File: config.mk
export PLATFORM = sky130hd
export DESIGN_NAME = bpa_node_unit
export DESIGN_NICKNAME = d
export VERILOG_FILES = /design/src/sv/bpa_pkg.sv /design/src/sv/bpa_node_unit.sv
export SDC_FILE = /design/constraint.sdc
export NUM_CORES = 1
export LEC_CHECK = 0
export BUFFER_PORTS_ARGS = -buffer_cell sky130_fd_sc_hd__buf_2
export CAP_MARGIN = 10
export CORE_ASPECT_RATIO = 2
export CORE_MARGIN = 4
export CORE_UTILIZATION = 43
export DETAILED_ROUTE_END_ITERATION = 10
export PLACE_DENSITY = 0.69
export SLEW_MARGIN = 20
export SYNTH_ARGS = -nofsm -noshare
export SYNTH_HDL_FRONTEND = slang
export SYNTH_SLANG_ARGS = --single-unit
File: constraint.sdc
create_clock -name vclk -period 3.7
set_input_delay 0.185 -clock vclk [all_inputs]
set_output_delay 0.185 -clock vclk [all_outputs]
set_load 0.05 [all_outputs]
File: src/sv/bpa_pkg.sv
`timescale 1ns / 1ps
`default_nettype none

package bpa_pkg;

  localparam int unsigned TREE_PAGES_DEF = 1024;
  localparam int unsigned RESET_MANAGED  = 1024;

  localparam int unsigned PAGE_W = 11;
  localparam int unsigned OFF_W  = 10;

  typedef enum logic [0:0] {
    CMD_ALLOC = 1'b0,
    CMD_FREE  = 1'b1
  } bpa_cmd_e;

  typedef enum logic [1:0] {
    STS_DONE      = 2'd0,
    STS_NO_PAGES  = 2'd1,
    STS_NO_FIT    = 2'd2,
    STS_NOT_ALLOC = 2'd3
  } bpa_status_e;

  typedef enum logic [3:0] {
    ST_CLEAR,
    ST_IDLE,
    ST_START,
    ST_A_CHK,
    ST_A_DOWN,
    ST_A_MARK,
    ST_F_UP,
    ST_U_WR,
    ST_DONE
  } bpa_state_e;

endpackage

`default_nettype wire

File: src/sv/bpa_node_unit.sv
`timescale 1ns / 1ps
`default_nettype none

module bpa_node_unit #(
  parameter int unsigned VW = $clog2(bpa_pkg::TREE_PAGES_DEF) + 1
) (
  input  logic [VW-1:0] a_i,
  input  logic [VW-1:0] b_i,
  input  logic [VW-1:0] up_i,
  input  logic          merge_i,
  output logic [VW-1:0] res_o
);

  logic [VW:0]   sum;
  logic [VW-1:0] larger;

  assign sum    = {1'b0, a_i} + {1'b0, b_i};
  assign larger = (a_i > b_i) ? a_i : b_i;

  // two wholly free buddies join into one block of the parent's size
  assign res_o = (merge_i && (sum == {1'b0, up_i})) ? up_i : larger;

endmodule

`default_nettype wire

# Word level (Yosys, flattened, before mapping)
# Index checks and enable logic that the tools add are counted.
# Widths: inputs -> output; s select.
dict set report totals {
  reg_bits 0
  latchBits 0
  ram_bits 0
  mem_bits_ro 0
  input_bits 34
  out_inout_bits 11
  elab_cells 6
  mem_count 0
}
dict set report op_classes {
  addsub 1
  multipliers 0
  div_mod_pow 0
  order_cmp 1
  n_eq_ne 1
  shifts 0
  mux 2
  n_bitwise 0
  n_reduce_logical 1
}
# operator count
set op_table {}
lappend op_table {{$mux 11} 2}
lappend op_table {{$add 11x11->12} 1}
lappend op_table {{$eq 12x11->1} 1}
lappend op_table {{$gt 11x11->1} 1}
lappend op_table {{$logic_and 1x1->1} 1}

# Logic depth before layout (Yosys ltp)
# Gate-level depths: netlist of run 1.
dict set report depth {
  ltp_word 4
  ltp_mapped 11
  ltp_nobuf 9
}

# Worst setup path before layout of run 1
# Ideal clock, no wire load.
dict set report synth_timing {
  path_type {input port to output port}
  start {in a_i[0]}
  end {out res_o[0]}
  arrival_time_ns 2.633
  required_time_ns 3.515
  slack_ns 0.882
  path_stages 10
  n_path_buf 1
  path_cell_list {ha_1 > fa_1 > nor2b_1 > o21a_2 > nor4b_4 > a2111o_1 > o211ai_1 > nor4_2 > buf_6 > mux2_4}
}
dict set report synth_via {
  elab_chain_cells 4
  elab_cells_between_ends 6
  cone_classes {add/sub (1); order compare (1); eq/ne (1); mux (2); reduce/logical (1)}
}
# element line_no
set synth_rtl {}
lappend synth_rtl {{from (decl)} bpa_node_unit.sv:7} ;# input logic [VW-1:0] a_i,
lappend synth_rtl {{$add 11x11->12} bpa_node_unit.sv:17} ;# assign sum = {1'b0, a_i} + {1'b0, b_i};
lappend synth_rtl {{$eq 12x11->1} bpa_node_unit.sv:21} ;# assign res_o = (merge_i && (sum == {1'b0, up_i})) ? up_i : larger;
lappend synth_rtl {{$logic_and 1x1->1} bpa_node_unit.sv:21}
lappend synth_rtl {{$mux 11 (*)} bpa_node_unit.sv:21}
lappend synth_rtl {{to (decl)} bpa_node_unit.sv:11} ;# output logic [VW-1:0] res_o
# Mark *: on every way between the ends. The rest lies on a longest branch, timed or not.

# Final worst setup path of run 1
dict set report layout_timing {
  start {in a_i[0]}
  end {out res_o[10]}
}
# Same word-level chain as after synthesis.

==> impl_metrics.toml, run 1 <==
[logic_synthesis]
ys_types = 49
netlist_instances = 162
yosysTopAreaCellShare_pct = 19.9
syn-cell-area_sq_um = 1390
yosys.area.top_type = "ha_1"
synth_area_leaders = "ha_1 20%, mux2_4 11%, mux2_2 9.7%"
ys_seq_area_share_pct = 0
yosysMostFrequentCell = "ha_1"
yosys-top-cells-count = "22 x ha_1, 20 x inv_1, 12 x mux2_2"
syn_avg_cell_area_sq_um = 8.56
ys_warn_count = 0
synth_nets = 219

[sta]
setup_slack_ns = 0.401
hold_viol_final = 0
maxSlewHeadroom_pct = 73.6
finalMaxSlewViolations = 0
fin_crit_sh_pct = 89.1
setup_viol = 0
rsz0062_at_grt = "false"
worstMarginPinSlew_ns = 0.397
timing.setup.tns_ns = 0
fmax_mhz = 303
layout_min_cycle_time_ns = 3.30

[final_layout]
fin_cells = 235
n_fill_cell = 303
regArea_sq_um = 0
n_clock_buffer = 0
drive_above_1_share_pct = 39.5
final_nets = 264
syn2layout_area_growth_pct = 18.8
n_antenna_cell = 0
final_area_sq_um = 1650
flops_and_latches = 0

[critical_path]
crit_path_end = "res_o[10]"
startpoint = "a_i[0]"
worstPathMaxFanout = 6
crit_arrival_ns = 3.11
critPathRequiredTime_ns = 3.51
end_kind = "primary output"
crit_type = "input port to primary output"
critical_path.startpoint_type = "input port"

[global_route]
grt_antenna_before_repair = 0
grt_pass1_wl_mm = 5.93
grtUsageTotal_pct = 18.2
grt_max_degree = 12
overflow = 0
grt_pass1_vias = 1403

[detailed_routing]
wl_per_cell_microns = 15.5
route.detailed.drc = 0
initialDrtViolationCount = 18
dr.pass1.iters = 5
vias = 1378
viasPerCell = 5.86
drt_wl_total_mm = 3.64
ant_nets = 0

[pwr]
power_switching_mw = 0.181
max-vdd-ir-drop_uv = 94.8
p_per_area_nw_per_um2 = 190
seqPwrFrac_pct = 0
combinationalPowerShare_pct = 100.0
swShare_pct = 57.9
intPower_mw = 0.132
p_clk_share_pct = 0
p_leak_nw = 0.813

[die]
die_area_sq_um = 4250
die_h_microns = 88.3
rows = 28
pin_count = 45
start_util_pct = 46.0
core_sq_um = 3010
die_w_microns = 48.2

[min_path]
hold_path_class = "input port to primary output"

[clock_network]
cts_setup_buffers = 0
cts_resized = 0
hold_buffers = 0

[placement]
io_buffer_count = 45
dpl_cell_area_sq_um = 1650
dpl.hpwl_mm = 3.23
dpl.cell_count = 235
post-place-ws_ns = 0.388
routabilityCongestion = 0.949

[run]
cap_viol_max_count = 0

[run_status]
status = "complete, no violations"
==> routing by layer <==
layer  up-vias  track usage, %  routed length [microns]
li1        676               -                        -
met1       647            16.4                     1130
met2        43            37.0                     2190
met3        12            1.63                      186
met4         0            6.13                      127
met5         -               0                        0
==> cells by family (layout without fill, tap and decap cells) <==
family          count (synthesis)  after routing  share of synthesized area [%]
compound gates                 41             41                           23.4
xor+xnor                       13             13                           8.21
fa+ha+maj                      23             23                           21.3
buf+inv                        26             69                           8.39
mux                            22             22                           20.6
simple gates                   37             37                           18.1
==> placed cells by master (no fill, tap or decap), types with 2 or more instances in the layout <==
cell,synthesis,final
buf_2,3,45
ha_1,22,22
inv_1,20,20
mux2_2,12,12
xnor2_1,10,10
mux2_4,10,10
a21oi_1,8,8
nor2_1,6,6
nand2_1,5,5
a21o_1,4,4
o21ai_0,4,4
nand3_1,4,4
nand2b_1,4,4
buf_4,2,4
nor2b_1,3,3
xor2_1,3,3
o21a_1,2,2
a221oi_2,2,2
a2111o_1,2,2
and2_1,2,2
nand3b_1,2,2
o211ai_1,2,2
a22o_1,2,2
nor3_1,2,2
==> power by group through the flow <==
stage / registers [mW] / logic, mW / clock network [mW]
finish: 0 / 0.314 / 0
detailed placement: 0 / 0.314 / 0
floorplan: 0 / 0.237 / 0
global placement: 0 / 0.310 / 0
CTS: 0 / 0.316 / 0
global route: 0 / 0.341 / 0
==> layout make-up <==
| class | instances | area [sq um] | area share [%] |
|---|---|---|---|
| inverters | 20 | 75.1 | 4.56 |
| well taps | 30 | 37.5 | 2.28 |
| repair buffers | 49 | 255 | 15.5 |
| multi-input cells | 136 | 1280 | 77.7 |
==> worst max-delay path, stage by stage <==
cell,delay (ns)
buf_2,0.11
ha_1,0.24
fa_1,0.43
nor2b_1,0.17
o21a_2,0.23
nor4b_4,0.32
a2111o_1,0.20
o211ai_1,0.15
nor4_4,0.30
buf_4,0.22
mux2_2,0.34
buf_2,0.21
==> how the worst min path moves through the flow <==
stage	start	slack, ns	to	cells after the start
2_1_floorplan	up_i[0]	0.59	res_o[0]	1
3_3_place_gp	up_i[5]	0.84	res_o[5]	3
3_5_place_dp	up_i[9]	0.84	res_o[9]	3
4_1_cts	up_i[9]	0.84	res_o[9]	3
5_1_grt	up_i[7]	0.85	res_o[7]	3
6_report	up_i[0]	0.84	res_o[0]	3
==> metrics by stage <==
| stage | util [%] | power [mW] | hold slack, ns |
|---|---|---|---|
| 2_1_floorplan | - | 0.237 | 0.592 |
| 3_3_place_gp | 54.7 | 0.310 | 0.844 |
| 3_5_place_dp | 54.7 | 0.314 | 0.838 |
| 4_1_cts | 54.7 | 0.316 | 0.843 |
| 5_1_grt | 54.7 | 0.341 | 0.853 |
| 6_report | 54.7 | 0.314 | 0.842 |
(Power assumes the default switching activity.)
==> inputs of run 2 (changes only) <==
Settings changed: CORE_ASPECT_RATIO 2 to 0.7, CORE_MARGIN 4 to 2, PLACE_DENSITY 0.69 to 0.74.
==> run 2 against run 1 <==
Effect of this change:
- flip-flop and latch count unchanged
- via count decreased by 3.3%
- combinational power about the same
- die area decreased by 13%
- sequential share of layout area unchanged
- setup slack improved by 0.047 ns
- cell count increased by 3.4%
- global-route usage decreased by 0.56 points
==> impl_metrics.toml, run 2 (synthesis results as in run 1) <==
[pwr]
p_leak_nw = 0.815
intPower_mw = 0.133
power_switching_mw = 0.181
p_per_area_nw_per_um2 = 188
seqPwrFrac_pct = 0
swShare_pct = 57.7
p_clk_share_pct = 0
combinationalPowerShare_pct = 100.0
max-vdd-ir-drop_uv = 108

[detailed_routing]
ant_nets = 0
wl_per_cell_microns = 13.7
initialDrtViolationCount = 104
viasPerCell = 5.48
dr.pass1.iters = 4
route.detailed.drc = 0
drt_wl_total_mm = 3.32
vias = 1332

[sta]
fmax_mhz = 308
timing.setup.tns_ns = 0
layout_min_cycle_time_ns = 3.25
maxSlewHeadroom_pct = 73.3
setup_viol = 0
hold_viol_final = 0
fin_crit_sh_pct = 87.9
setup_slack_ns = 0.449
rsz0062_at_grt = "false"
finalMaxSlewViolations = 0
worstMarginPinSlew_ns = 0.401

[min_path]
hold_path_class = "input port to primary output"
worstHoldEndpoint = "res_o[2]"
hold-path-cell-count = 3
hp-start = "up_i[2]"

[global_route]
grt_pass1_wl_mm = 5.31
gr-usage-met2_pct = 25.9
grt_antenna_before_repair = 0
grt_max_degree = 12
grt_util_met3_pct = 0.194
overflow = 0
grtUsageTotal_pct = 17.6
grt_pass1_vias = 1165
gr-usage-met1_pct = 28.9
busiest_layer = "met1"

[placement]
post-place-ws_ns = 0.440
dpl.hpwl_mm = 2.80
io_buffer_count = 45
routabilityCongestion = 0.923

[die]
core_sq_um = 3110
die_w_microns = 71.9
rows = 17
start_util_pct = 44.6
die_area_sq_um = 3700
die_h_microns = 51.5
pin_count = 45

[final_layout]
final_nets = 264
n_clock_buffer = 0
regArea_sq_um = 0
n_fill_cell = 297
most-common-layout-cells = "45 x buf_2, 22 x ha_1, 20 x inv_1"
n_antenna_cell = 0
flops_and_latches = 0
drive_above_1_share_pct = 40.0
final_common_cell = "buf_2"
syn2layout_area_growth_pct = 20.0
multi_input_area_sq_um = 1290

[critical_path]
end_kind = "primary output"
path_buf_inv = 3
critPathRequiredTime_ns = 3.51
critical_path.cell_chain = "buf_2 -> ha_1 -> fa_1 -> nor2b_1 -> o21a_2 -> nor4b_4 -> a2111o_1 -> o211ai_1 -> nor4_4 -> buf_4 -> mux2_2 -> buf_2"
cp_slowest_cell = "fa_1"
crit_type = "input port to primary output"
crit_arrival_ns = 3.07
cp_common_cell = "buf_2"
startpoint = "a_i[0]"
cpLargestDelayFamily = "simple AND/OR/NAND/NOR gates"
critical_path.startpoint_type = "input port"
worstPathMaxFanout = 6
cp_slowest_stage_delay_ns = 0.42

[run_status]
status = "complete, no violations"

[run]
cap_viol_max_count = 0

[clock_network]
hold_buffers = 0
cts_setup_buffers = 0
cts_resized = 0
==> run 2: cell counts in the layout (fill, tap and decap cells not counted) <==
Identical to the previous run, type by type.
==> run 2: how the worst max path moves through the flow <==
stage | to | slack, ns | cells past startpoint
after CTS | res_o[10] | 0.43 | 12
after detailed placement | res_o[10] | 0.44 | 12
after floorplan | res_o[0] | 0.88 | 10
after global placement | res_o[10] | 0.46 | 12
final | res_o[10] | 0.45 | 12
after global routing | res_o[10] | 0.22 | 12
==> run 2: routing by layer <==
metal  vias up  wire, microns
li1        678              -
met1       590           1720
met2        62           1320
met3         2            256
met4         0             14
met5         -              0
==> run 2: tightest hold or removal path: cells and delay by family <==
family                 cells  cell delay (ns)
muxes                      1             0.13
buffers and inverters      2             0.34
==> run 2: power groups by stage <==
| stage | Sequential [mW] | Combinational (mW) | Clock, mW |
|---|---|---|---|
| after floorplan | 0 | 0.237 | 0 |
| after global placement | 0 | 0.310 | 0 |
| after detailed placement | 0 | 0.310 | 0 |
| after CTS | 0 | 0.312 | 0 |
| after global routing | 0 | 0.337 | 0 |
| final | 0 | 0.313 | 0 |
==> run 2: cell type report <==
type,instances,share of cell area (%)
Tap cell,38,2.86
Inverter,20,4.51
Multi-Input combinational cell,136,77.3
Timing Repair Buffer,49,15.3
==> run 2: through the flow <==
stage	util, %	power, mW	instance area, sq um	instances	hold WS (ns)
2_1_floorplan	-	0.237	1390	162	0.592
3_3_place_gp	53.6	0.310	1660	243	0.842
3_5_place_dp	53.6	0.310	1660	243	0.842
4_1_cts	53.6	0.312	1660	243	0.843
5_1_grt	53.6	0.337	1660	243	0.852
6_report	53.6	0.313	1660	243	0.839
